File: config.mk
export PLATFORM = sky130hd
export DESIGN_NAME = hts_queue
export DESIGN_NICKNAME = d
export VERILOG_FILES = /design/src/rtl/assert_macros.svh /design/src/rtl/hts_pkg.sv /design/src/rtl/hts_queue.sv
export SDC_FILE = /design/constraint.sdc
export NUM_CORES = 1
export LEC_CHECK = 0
export ABC_AREA = 0
export BUFFER_PORTS_ARGS = -buffer_cell sky130_fd_sc_hd__buf_4
export CAP_MARGIN = 20
export CORE_AREA = 4 4 133 135
export DETAILED_ROUTE_END_ITERATION = 8
export DIE_AREA = 0 0 137 139
export PLACE_DENSITY_LB_ADDON = 0.1
export SETUP_SLACK_MARGIN = 0.4
export SLEW_MARGIN = 10
export SYNTH_ARGS = -nofsm -noshare
export SYNTH_HDL_FRONTEND = slang
export SYNTH_SLANG_ARGS = --single-unit
File: constraint.sdc
create_clock -name clk -period 7.35 [get_ports clk]
set_input_delay 0.735 -clock clk [delete_from_list [all_inputs] [get_ports clk]]
set_output_delay 0.735 -clock clk [all_outputs]
set_load 0.005 [all_outputs]
File: src/rtl/assert_macros.svh
// assertion macros used by the top level rtl file
// no dependencies; define NO_ASSERTIONS to compile them away
`ifndef ASSERT_MACROS_SVH
`define ASSERT_MACROS_SVH

`ifndef NO_ASSERTIONS
// condition a implies b in the same cycle
`define ASSERT_IMPLIES(lbl, clk, rst, a, b) \
  lbl: assert property (@(posedge clk) disable iff (rst) (a) |-> (b)) \
    else $error("assertion failed");
// condition a implies b in the next cycle
`define ASSERT_NEXT(lbl, clk, rst, a, b) \
  lbl: assert property (@(posedge clk) disable iff (rst) (a) |=> (b)) \
    else $error("assertion failed");
`else
`define ASSERT_IMPLIES(lbl, clk, rst, a, b)
`define ASSERT_NEXT(lbl, clk, rst, a, b)
`endif

`endif

File: src/rtl/hts_pkg.sv
// types and constants of the heightfield triangle sampler
// used by all modules of the block but hts_ram; no dependencies
package hts_pkg;

  localparam int MAX_NODES_X_DEF = 64;
  localparam int MAX_NODES_Z_DEF = 64;

  // configuration register indexes
  localparam logic [2:0] REG_CELL_SIZE = 3'd0;
  localparam logic [2:0] REG_ORIGIN_X  = 3'd1;
  localparam logic [2:0] REG_ORIGIN_Z  = 3'd2;
  localparam logic [2:0] REG_COUNT_X   = 3'd3;
  localparam logic [2:0] REG_COUNT_Z   = 3'd4;

  localparam int PAW = 5;

  // commands
  localparam logic CMD_WRITE = 1'b0;
  localparam logic CMD_QUERY = 1'b1;

  // divider sizes
  localparam int DVW = 58;
  localparam int DSW = 25;
  localparam int DCW = 6;

  typedef struct packed {
    logic [23:0]        cell_size;
    logic signed [31:0] origin_x;
    logic signed [31:0] origin_z;
    logic [6:0]         count_x;
    logic [6:0]         count_z;
  } cfg_t;

  // classified transaction between front and back
  typedef struct packed {
    logic               cmd;
    logic               bad;
    logic [5:0]         node_x;
    logic [5:0]         node_z;
    logic signed [31:0] height;
    logic [31:0]        ox;
    logic [31:0]        oz;
  } job_t;

  typedef struct packed {
    logic full;
    logic empty;
  } q_stat_t;

endpackage

File: src/rtl/hts_queue.sv
// two-entry queue between front and back
// depends on hts_pkg
module hts_queue (
  input  logic             clk,
  input  logic             rst,
  input  logic             push,
  input  hts_pkg::job_t    din,
  input  logic             pop,
  output hts_pkg::job_t    head,
  output hts_pkg::q_stat_t stat
);
  import hts_pkg::*;

  job_t       ent [2];
  logic       wptr;
  logic       rptr;
  logic [1:0] cnt;

  assign head       = ent[rptr];
  assign stat.full  = cnt == 2'd2;
  assign stat.empty = cnt == 2'd0;

  // pointers and fill level
  always_ff @(posedge clk) begin
    if (rst) begin
      wptr <= 1'b0;
      rptr <= 1'b0;
      cnt  <= 2'd0;
    end else begin
      if (push) begin
        wptr <= ~wptr;
      end
      if (pop) begin
        rptr <= ~rptr;
      end
      cnt <= cnt + {1'b0, push} - {1'b0, pop};
    end
  end

  // storage
  always_ff @(posedge clk) begin
    if (push) begin
      ent[wptr] <= din;
    end
  end

endmodule

==> After elaboration in Yosys (flattened, before gate mapping) <==
Memories as Yosys holds them, arrays and structs flattened. A register that Yosys moved wholly into a read port is not among the register bits.
Index checks and enable logic that the tools add are counted.
{ "word_totals": {"reg_bits": 4, "n_memories": 1, "latchBits": 0, "romBits": 0, "output_inout_bits": 112, "wordCells": 14, "in_bits": 114, "mem_bits_rw": 220} }
{ "op_classes": {"n_lt_le_gt_ge": 0, "reduce_logical": 1, "shift": 0, "n_bitwise": 2, "muxes": 4, "div": 0, "n_eq_ne": 1, "multipliers": 0, "n_addsub": 2} }
{ "memory_table": {"columns": ["name", "depth", "word_bits", "rd", "rd_clocked_by_memory_dff", "write_ports", "line_no", "text"], "rows": [
  ["ent", 2, 110, 1, 1, 1, "hts_queue.sv:14", "job_t ent [2];"]
]} }
{ "op_table": {"columns": ["cell", "n"], "rows": [
  ["1-bit two-way mux", 4],
  ["2-bit by 1-bit adder with 2-bit output", 1],
  ["2-bit equality test, second input constant", 1],
  ["2-bit zero test", 1],
  ["1-bit inverter", 2],
  ["2-bit by 1-bit subtractor with 2-bit output", 1]
]} }

==> Longest topological paths before layout <==
{ "logic_depth": {"depth_word": 3, "depth_mapped": 6, "depth_no_buf": 6} }

==> Worst setup path before layout <==
Ideal clock, no wire load.
{ "synth_timing": {"kind": "input to register", "start": "input push", "end": "memory ent[0][0] (netlist bit), enable pin", "setup_slack_ns": 1.242, "stages": 1, "path_buffers": 0, "required_ns": 6.757, "setup_ns": 0.593, "arrival_ns": 5.514, "path_cell_list": "nor2b_1"} }
{ "synth_via": {"elab_chain_len": 2} }
{ "synth_lines": {"columns": ["item", "line_no", "text"], "rows": [
  ["start, declared", "hts_queue.sv:6", "input logic push,"],
  ["1-bit two-way mux", "hts_queue.sv:42", "if (push) begin"],
  ["1-bit two-way mux (implied by the code)", "hts_queue.sv:43", "ent[wptr] <= din;"],
  ["end, declared", "hts_queue.sv:14", null]
]} }
No other way between the ends.

==> metrics <==
Resized Gates After CTS 0; Final Skew 7.82 ps; fmax 257 MHz; Setup Viol. Count Final 0; DRT iter0 DRCs 171; asr flop ratio synth 0%; Root Driver clkbuf_16; top cells by area, synth edfxtp_1 76%, mux2_4 17%, buf_12 2.3%; P&R area growth vs syn 28.9%; DR pass1 iterations 4; final core utilization 67.8%; pre-CTS setup slack 3920 ps; drt wl/cell 19.4 µm; worst setup margin 3460 ps; crit-path max FO 47; Placer Congestion 0.733; Starting Density 52.6%; CP endpoint kind primary output; EDFF count, synth 220; initial antenna violation count 0; Top Layer Used met4; row cnt 47; largest net degree at the start of global routing 61; outcome finished clean; RSZ-0062 raised after global routing no; Post-Layout Cell Count 842; WL met1 5720 µm; Num CTS Buffers 23; Hold WS 424 ps; clk_lat worst skew 490 ps; CTS Sinks 225; setup_tns 0 ps; Avg Vias per Cell 4.88; all-layer global routing usage 16.7%; Hold Fails Final Rpt 0; Req. time, crit path 6610 ps; crit start category flop; I/O pin count 226; Synth Cell Area 0.00865 mm²; ANT cells 0; number of max-cap violations 0; core box area 0.0165 mm²; GRT Residual Overflow 0; DRC viols 0; Total Wirelength 16,300 µm; die width 137 µm; Mapped Nets 479; clock slew at reported path FFs 60 ps; Cells after DPL 801; DPL Wire Length 11,100 µm; worst min path class in2reg; Mapped Avg Cell Area 23.8 µm²; #FFs+latches synth 225; critical path type reg2out; Cell Pwr Density 267 mW/mm²; share of cells above drive strength 1 60.1%; Die ar. 0.0190 mm²; CTS H-tree lvls 1; Synth top area share 76.3%; met3 WL 1690 µm; die height 139 µm; synthesized instance count 363; vias in the first global route 4,479; Slew Viols, Final 0; Yosys cell types 14; Synth area leader edfxtp_1; via count 4,111; Synth Warn # 0; worst-margin pin slew 883 ps; sequential area share after synthesis 77.5%; Leakage 4.41 nW; DR WL met2 8460 µm; Final Cycle Share 53.0%; count leader, synth edfxtp_1; post-route minimum period 3890 ps; final net count 722; Worst EP arrival 3160 ps; first-pass GRT wire length 24,200 µm; Slew headroom 41.1%; Buffers on Ports 225; DRT antenna net count 0; Post-synth top cells 220 x edfxtp_1, 100 x mux2_4, 10 x buf_12, 10 x mux2_2; clk buf depth 3; hold_buf cts 0; Main synth FF type edfxtp_1; VDD IR-drop max 0.183 mV; setup bufs post-CTS 0; CTS tree built
layout make-up:
| cell class | count | area, µm² |
|---|---|---|
| Sequential cell | 225 | 6710 |
| Fill cell | 1171 | 5310 |
| Multi-Input combinational cell | 124 | 1730 |
| Timing Repair Buffer | 230 | 1730 |
| Clock buffer | 32 | 639 |
| Tap cell | 220 | 275 |
| Clock inverter | 9 | 65.1 |
| Inverter | 2 | 7.51 |
final timing paths:
path / startpoint / slack (ps) / endpoint / depth (start not counted)
setup reg to reg: wptr$_SDFFE_PP0P_ / 5070 / ent[1][3]$_DFFE_PP_ / 2
hold / removal: din[60] / 420 / ent[1][60]$_DFFE_PP_ / 1
hold reg to reg: rptr$_SDFFE_PP0P_ / 520 / flop / 2
setup / recovery: flop / 3460 / head[104] / 4
critical path, stage by stage, from the launching register on:
cell and delay, ps:
dfxtp_4 610, buf_4 670, buf_4 790, mux2_4 360
buf_4 140
power by group:
part,internal (mW),switching (mW)
clock network,0.639,0.436
registers,1.50,0.0279
logic,0.232,0.145
total,2.37,0.608
layout by cell type (no fill, tap or decap):
cell type / n
nor2_1: 5
mux2_2: 10
clkinv_1: 4
nor2b_4: 1
inv_1: 2
ha_1: 2
clkbuf_8: 3
dfxtp_1: 4
dfxtp_4: 1
clkbuf_1: 6
bufinv_16: 1
and2_4: 1
nor2b_1: 2
clkbuf_16: 23
xnor2_1: 2
mux2_4: 100
buf_4: 230
xnor3_1: 1
edfxtp_1: 220
clkinv_2: 4
state kept, by name, indices dropped and copies added (netlist names), named ones only:
register	flops
ent	220
rptr	1
wptr	1
cnt	2
metal layers:
layer	up-vias	track usage (%)
li1	1919	-
met1	2008	18.4
met2	155	28.9
met3	29	6.68
met4	0	5.67
met5	-	0
kinds of logic (layout without fill, tap and decap cells):
family / Yosys count / after routing / share of synthesized area, %
and+or+nand+nor: 9 / 9 / 0.506
DFF: 225 / 225 / 77.5
adders and majority gates: 2 / 2 / 0.289
muxes: 110 / 110 / 18.7
buffers and inverters: 14 / 273 / 2.59
xor gates and xnor gates: 3 / 3 / 0.463
metrics by stage:
| stage | area [µm²] | power [mW] |
|---|---|---|
| finish | 11200 | 2.98 |
| global route | 11200 | 3.10 |
| CTS | 11200 | 3.02 |
| detailed placement | 10500 | 1.94 |
| global placement | 10500 | 1.93 |
| floorplan | 8650 | 1.76 |
Note: power is estimated with default switching activity, not from simulation.
