[config.mk]
export PLATFORM = sky130hd
export DESIGN_NAME = hts_front
export DESIGN_NICKNAME = d
export VERILOG_FILES = /design/src/rtl/assert_macros.svh /design/src/rtl/hts_pkg.sv /design/src/rtl/hts_front.sv
export SDC_FILE = /design/constraint.sdc
export NUM_CORES = 1
export LEC_CHECK = 0
export ABC_CLOCK_PERIOD_IN_PS = 6700
export BUFFER_PORTS_ARGS = -buffer_cell sky130_fd_sc_hd__buf_2
export CAP_MARGIN = 30
export CELL_PAD_IN_SITES_DETAIL_PLACEMENT = 1
export CELL_PAD_IN_SITES_GLOBAL_PLACEMENT = 2
export CORE_MARGIN = 4
export CORE_UTILIZATION = 22
export DETAILED_ROUTE_END_ITERATION = 10
export PLACE_DENSITY_LB_ADDON = 0.2
export SETUP_SLACK_MARGIN = 0.4
export SYNTH_ARGS = -nofsm -noshare
export SYNTH_HDL_FRONTEND = slang
export SYNTH_SLANG_ARGS = --single-unit
[constraint.sdc]
create_clock -name vclk -period 6.7
set_clock_uncertainty 0.05 [all_clocks]
set_input_delay 0.335 -clock vclk [all_inputs]
set_output_delay 0.335 -clock vclk [all_outputs]
set_load 0.01 [all_outputs]
[src/rtl/assert_macros.svh]
// assertion macros used by the top level rtl file
// no dependencies; define NO_ASSERTIONS to compile them away
`ifndef ASSERT_MACROS_SVH
`define ASSERT_MACROS_SVH

`ifndef NO_ASSERTIONS
// condition a implies b in the same cycle
`define ASSERT_IMPLIES(lbl, clk, rst, a, b) \
  lbl: assert property (@(posedge clk) disable iff (rst) (a) |-> (b)) \
    else $error("assertion failed");
// condition a implies b in the next cycle
`define ASSERT_NEXT(lbl, clk, rst, a, b) \
  lbl: assert property (@(posedge clk) disable iff (rst) (a) |=> (b)) \
    else $error("assertion failed");
`else
`define ASSERT_IMPLIES(lbl, clk, rst, a, b)
`define ASSERT_NEXT(lbl, clk, rst, a, b)
`endif

`endif

[src/rtl/hts_pkg.sv]
// types and constants of the heightfield triangle sampler
// used by all modules of the block but hts_ram; no dependencies
package hts_pkg;

  localparam int MAX_NODES_X_DEF = 64;
  localparam int MAX_NODES_Z_DEF = 64;

  // configuration register indexes
  localparam logic [2:0] REG_CELL_SIZE = 3'd0;
  localparam logic [2:0] REG_ORIGIN_X  = 3'd1;
  localparam logic [2:0] REG_ORIGIN_Z  = 3'd2;
  localparam logic [2:0] REG_COUNT_X   = 3'd3;
  localparam logic [2:0] REG_COUNT_Z   = 3'd4;

  localparam int PAW = 5;

  // commands
  localparam logic CMD_WRITE = 1'b0;
  localparam logic CMD_QUERY = 1'b1;

  // divider sizes
  localparam int DVW = 58;
  localparam int DSW = 25;
  localparam int DCW = 6;

  typedef struct packed {
    logic [23:0]        cell_size;
    logic signed [31:0] origin_x;
    logic signed [31:0] origin_z;
    logic [6:0]         count_x;
    logic [6:0]         count_z;
  } cfg_t;

  // classified transaction between front and back
  typedef struct packed {
    logic               cmd;
    logic               bad;
    logic [5:0]         node_x;
    logic [5:0]         node_z;
    logic signed [31:0] height;
    logic [31:0]        ox;
    logic [31:0]        oz;
  } job_t;

  typedef struct packed {
    logic full;
    logic empty;
  } q_stat_t;

endpackage

[src/rtl/hts_front.sv]
// front part: accepts transactions and classifies them
// depends on hts_pkg
module hts_front #(
  parameter int MAX_NODES_X = hts_pkg::MAX_NODES_X_DEF,
  parameter int MAX_NODES_Z = hts_pkg::MAX_NODES_Z_DEF
) (
  input  hts_pkg::cfg_t cfg,
  input  logic          cmd,
  input  logic [5:0]    node_x,
  input  logic [5:0]    node_z,
  input  logic signed [31:0] height,
  input  logic signed [31:0] pos_x,
  input  logic signed [31:0] pos_z,
  output hts_pkg::job_t job
);
  import hts_pkg::*;

  localparam int CXW = ($clog2(MAX_NODES_X + 1) > 7) ? $clog2(MAX_NODES_X + 1) : 7;
  localparam int CZW = ($clog2(MAX_NODES_Z + 1) > 7) ? $clog2(MAX_NODES_Z + 1) : 7;

  logic [CXW-1:0]     ecx;
  logic [CZW-1:0]     ecz;
  logic signed [32:0] ox;
  logic signed [32:0] oz;
  logic               bad_w;
  logic               bad_q;

  // counts clamped to the grid size
  assign ecx = (CXW'(cfg.count_x) > CXW'(MAX_NODES_X)) ? CXW'(MAX_NODES_X)
                                                      : CXW'(cfg.count_x);
  assign ecz = (CZW'(cfg.count_z) > CZW'(MAX_NODES_Z)) ? CZW'(MAX_NODES_Z)
                                                      : CZW'(cfg.count_z);

  // offsets from the grid origin
  assign ox = 33'(pos_x) - 33'(cfg.origin_x);
  assign oz = 33'(pos_z) - 33'(cfg.origin_z);

  // early rejects
  assign bad_w = (CXW'(node_x) >= ecx) || (CZW'(node_z) >= ecz);
  assign bad_q = (cfg.cell_size == '0) || ox[32] || oz[32];

  always_comb begin
    job.cmd    = cmd;
    job.bad    = (cmd == CMD_WRITE) ? bad_w : bad_q;
    job.node_x = node_x;
    job.node_z = node_z;
    job.height = height;
    job.ox     = ox[31:0];
    job.oz     = oz[31:0];
  end

endmodule

### Yosys cells after proc, flatten, opt, wreduce, memory -nomap -nowiden

Cells that the tools add are included.
W data, S select, Z words.

* flip-flop bits (word level): 0
* latch bits: 0
* RAM bits: 0
* memory bits (read-only): 0
* bits of input ports: 211
* memories kept: 0

* $add $sub $neg: 2
* multipliers: 0
* divide/modulo/power cells: 0
* order comparisons: 4
* equal/unequal tests: 0
* shift-type cells: 0
* muxes and demuxes: 3
* bitwise logic cells: 0
* reductions and logical operators: 4

Operator list (count)
* $sub A32 B32 Y33: 2
* $logic_not A24 Y1: 1
* $ge A6 B7 Y1: 2
* $gt A7 B7 Y1 const B: 2
* $mux W7: 2
* $logic_or A1 B1 Y1: 3
* $mux W1: 1

### Logic depth before layout (Yosys ltp)

Gate-level depths: netlist of run 1.

* depth after elaboration: 5
* depth in mapped cells: 11

### Worst setup path after synthesis of run 1

Ideal clock, no wire load.

* kind: input -> output
* start: in pos_x[0]
* end: out job[108] (netlist bit)
* arrival time: 2.479 ns
* required time: 6.315 ns
* slack: 3.836 ns
* stages: 11
* path buffers: 0
* cells stage by stage: inv_1 -> ha_1 -> fa_1 -> nor2b_1 -> o31a_1 -> o21ai_2 -> o211ai_2 -> a221oi_2 -> o211a_1 -> o211a_1 -> o32a_1

RTL lines
* start: declaration: RTL line hts_front.sv:12 `input logic signed [31:0] pos_x,`
* end: declaration: RTL line hts_front.sv:14 `output hts_pkg::job_t job`

==> results.yml, run 1 <==
status:
  status: "finished clean"
setup_path:
  path_max_fanout: 5
  critPathLaunch: "cfg[22]"
  start_kind: "primary input"
  cp.arrival_ps: 2940
  crit_required_ps: 6310
  critical_path_class: "primary input to primary output"
  cp-end-kind: "primary output"
clock_network:
  hold_buffers: 0
  cts-resized-gates: 0
  post_cts_buffers: 0
layout:
  area_growth_pct: 29.15
  final_layout_size_suffix_gt1_frac: 0.3305
  finalNetCount: 1114
  regArea_um2: 0
  fin_area_um2: 5494
  clkbuf_count: 0
  design.seq.count: 0
  post-route-util: 0.2918
  antenna_cells: 0
detailed_routing:
  routedWlPerCell_um: 14.84
  dr.pass1.iters: 6
  drt_drc_violations_left: 0
  drt_iter0_markers: 74
  vias: 4946
  ant_nets: 0
  drt-total-wl_um: 16080
  vias_per_cell: 4.567
floorplanning:
  rows: 50
  fp.dieH_um: 147.1
  ios: 321
  start_util: 0.2259
  die_x_um: 147.1
  die_area_um2: 21630
  core_area_um2: 18830
sta:
  final_max_slew_viol_count: 0
  fmax_mhz: 301.2
  fin_setup_tns_ps: 0
  period_share: 0.4956
  setup_viol: 0
  max-slew-margin-rel: 0.5996
  finalHoldViolCount: 0
  rsz0062_at_grt: "no"
  max_slew.worst_pin.slew_ps: 594.3
  min_period_ps: 3320
logic_synthesis:
  synth_warnings: 0
  syn_inst: 619
  synth_nets: 908
  ys_types: 64
  yosysTopAreaCell: "ha_1"
  syn_avg_cell_area_um2: 6.873
  synth_area_leaders: "ha_1, buf_4, inv_1"
  syn-cell-area_um2: 4254
  yosysTopAreaCellShare: 0.2235
  yosysSeqAreaShare: 0
global_routing:
  antenna_found_initial: 1
  grt_pass1_vias: 5480
  grt_usage: 0.1398
  grt_max_degree: 12
  grt_pass1_wl_um: 26310
  overflow: 0
run:
  drv.max_cap_violation_count: 0
hold_path:
  hold_path.startpoint: "height[2]"
  hp-class: "primary input to primary output"
placed_design:
  hpwl_um: 14820
  port_buffers: 257
  placed_area_um2: 5494
  place_congestion: 0.8331
power_and_ir_drop:
  power_mw: 0.5650
  p_leak_nw: 3.044
  power_density_nw_per_um2: 102.8
  ir_worst_vdd_uv: 38.55
## stage by stage
step | hold slack [ps] | setup slack, ps | instances
global placement | 620.1 | 3417 | 1083
CTS | 620.1 | 3357 | 1083
detailed placement | 620.1 | 3374 | 1083
global route | 620.0 | 3086 | 1083
floorplan | 711.8 | 3836 | 619
finish | 620.0 | 3380 | 1083
## report_power, final
part           leakage (nW)  switching [mW]  total, mW  internal, mW
clock                     0               0          0             0
combinational          3.04           0.312      0.565         0.253
sequential                0               0          0             0
total                  3.04           0.312      0.565         0.253
## synthesized netlist by cell type, types with 11 or more instances
| library cell | instances |
|---|---|
| inv_1 | 89 |
| ha_1 | 76 |
| a21oi_1 | 54 |
| buf_4 | 45 |
| nor2_1 | 40 |
| o21ai_0 | 37 |
| xnor2_1 | 32 |
| nand2_1 | 26 |
| a21o_1 | 23 |
| nand2b_1 | 21 |
| nand3_1 | 16 |
| xor2_1 | 16 |
| nor2b_1 | 11 |
| o21a_1 | 11 |
## cell families (layout without fill, tap and decap cells)
kind of cell    after synthesis  after routing  share of synthesized area
simple gates                161            161                     0.1965
xor+xnor                     48             48                    0.09882
fa+ha+maj                    78             78                     0.2329
buf+inv                     142            346                     0.1659
mux                           1              1                   0.002353
compound gates              189            189                     0.3035
## layer usage
layer	share of wire	wire length, µm	track usage	vias to the layer above
li1	-	-	-	2552
met1	0.43	6956	0.1673	2232
met2	0.51	8177	0.2763	142
met3	0.052	843	0.01820	18
met4	0.0050	80	0.007456	2
met5	0.0012	20	0	-
## worst max-delay path: stages
cell	delay [ps]
buf_2	70
inv_1	30
ha_1	330
o21ai_0	230
a21oi_1	100
o31ai_1	410
a211o_1	290
a31oi_2	170
o311ai_0	520
nand3_1	130
o311ai_0	120
buf_2	190
## final timing paths
| kind | to | depth (start not counted) |
|---|---|---|
| min | job[66] | 0 |
| max | job[25] | 12 |
## area by class of cell
type / count / area [µm²]
fillers: 2467 / 13340
multi-input cells: 477 / 3548
well taps: 260 / 325.3
inverters: 89 / 334.1
repair buffers: 257 / 1286
## layout by cell type (no fill, tap or decap), types with 4 or more instances in the layout
master	Yosys	routed
nand2_1	26	26
xor2_1	16	16
and3_1	9	9
o31ai_1	4	4
buf_2	1	257
nand4_1	7	7
nor2b_1	11	11
o21ai_0	37	37
inv_1	89	89
a21o_1	23	23
xnor2_1	32	32
o2111ai_1	4	4
o21ai_1	4	4
o21bai_1	8	8
a211o_1	4	4
o21a_1	11	11
nor4_1	6	6
nand3_1	16	16
a21oi_1	54	54
nor3_1	6	6
nand2b_1	21	21
ha_1	76	76
nor2_1	40	40
(Power assumes the default switching activity.)
==> inputs of run 2 (changes only) <==
- ABC_CLOCK_PERIOD_IN_PS: 6700 -> 2750
- CORE_UTILIZATION: 22 -> 18
- clock period: 6.7 -> 2.75 ns (I/O delays scaled with it)
==> run 2 against run 1 <==
Against the previous run: sequential share of layout area did not move; die area rose by 21%; largest power group unchanged; count of clock-buffer cells in the layout did not move; critical path depth rose by 1; setup slack got worse by 3200 ps; global-route usage fell by 1.7 points; critical path type unchanged; core utilization rose by 2.5 points; total power rose to 3.3 times the previous value; first-iteration DRC count rose by 11%; final area rose by 32%; non-clock buffer count rose by 85.
==> results.yml, run 2 (synthesized netlist as in run 1, its figures left out) <==
status:
  status: "finished clean"
run:
  drv.max_cap_violation_count: 0
sta:
  min_period_ps: 2612
  max-slew-margin-rel: 0.5887
  fmax_mhz: 382.9
  setup_viol: 0
  finalHoldViolCount: 0
  period_share: 0.9498
  fin_setup_tns_ps: 0
  max_slew.worst_pin.slew_ps: 610.5
  rsz0062_at_grt: "yes"
  final_max_slew_viol_count: 0
global_routing:
  grt_max_degree: 9
  grt_pass1_wl_um: 27810
  antenna_found_initial: 0
  overflow: 0
  grt_pass1_vias: 5573
  grt_usage: 0.1233
placed_design:
  port_buffers: 257
  place_congestion: 0.7432
  hpwl_um: 15060
detailed_routing:
  drt_drc_violations_left: 0
  dr.pass1.iters: 6
  vias_per_cell: 4.337
  ant_nets: 0
  vias: 5296
  drt_iter0_markers: 82
  routedWlPerCell_um: 14.73
  drt-total-wl_um: 17980
power_and_ir_drop:
  p_leak_nw: 3.632
  power_mw: 1.855
  power_density_nw_per_um2: 255.6
  ir_worst_vdd_uv: 86.70
setup_path:
  cp.arrival_ps: 2420
  path_max_fanout: 2
  endpoint: "job[108]"
  critPathLaunch: "pos_x[0]"
  crit_required_ps: 2560
  cp-end-kind: "primary output"
  critical_path_class: "primary input to primary output"
  start_kind: "primary input"
hold_path:
  hp-class: "primary input to primary output"
layout:
  clkbuf_count: 0
  design.seq.count: 0
  final_layout_size_suffix_gt1_frac: 0.5275
  regArea_um2: 0
  antenna_cells: 0
  final_cell_mix: "buf_2, inv_1, buf_4"
  area_growth_pct: 70.62
  finalNetCount: 1199
  layout_commonest_cell: "buf_2"
clock_network:
  hold_buffers: 0
floorplanning:
  rows: 55
  ios: 321
  die_x_um: 161.7
  fp.dieH_um: 161.7
  die_area_um2: 26160
  start_util: 0.1856
  core_area_um2: 22920
## run 2: cell types whose count changed in the layout (fill, tap and decap cells not counted), sizes merged
cell / change
buf: +85
## run 2: timing repair
item	in CTS	in global routing
cloned	0	0
endpoints found under the setup margin	36	37
pin swaps	64	56
gates resized for setup	153	69
buffers inserted	21	22
## run 2: worst min-delay path by stage
| stage | depth (start not counted) | to | start |
|---|---|---|---|
| 3_3_place_gp | 0 | job[69] | height[5] |
| 3_5_place_dp | 0 | job[69] | height[5] |
| 5_1_grt | 0 | job[75] | height[11] |
| 2_1_floorplan | 1 | job[100] | node_z[4] |
| 6_report | 0 | job[64] | height[0] |
| 4_1_cts | 0 | job[69] | height[5] |
## run 2: final cells by class
class	count	area [µm²]
Tap cell	313	391.6
Inverter	89	349.1
Fill cell	2914	15660
Timing Repair Buffer	342	2126
Multi-Input combinational cell	477	4392
## run 2: worst max-delay path: stages
cell      delay [ps]
buf_6             80
inv_4             30
ha_4             150
fa_2             340
nor2b_2          130
o31a_1           170
o21ai_2           90
o211ai_4         220
a221oi_4         100
o211a_1          250
o211a_1          240
o32a_1           340
buf_2            140
## run 2: through the flow
stage          hold WS, ps  utilization  cell area (µm²)  worst slack (ps)  std cells
2_1_floorplan        316.8            -             4257             357.7        619
3_3_place_gp         225.1       0.2565             5878            -43.47       1178
3_5_place_dp         225.1       0.2565             5878            -76.85       1178
4_1_cts              225.1       0.2959             6782             61.51       1199
5_1_grt              225.0       0.3167             7258            -13.58       1221
6_report             225.0       0.3167             7258             138.1       1221
## run 2: metal layers
layer  vias to the layer above  routed length (µm)  global-route usage
met3                        16                 988             0.01725
met2                       141                9393              0.2358
met5                         -                   0                   0
met4                         0                 150            0.007689
met1                      2416                7448              0.1532
li1                       2723                   -                   -
## run 2: report_power, final
group / switching, mW / internal, mW / leakage, nW / total (mW)
sequential: 0 / 0 / 0 / 0
combinational: 0.933 / 0.922 / 3.63 / 1.86
clock: 0 / 0 / 0 / 0
total: 0.933 / 0.922 / 3.63 / 1.86
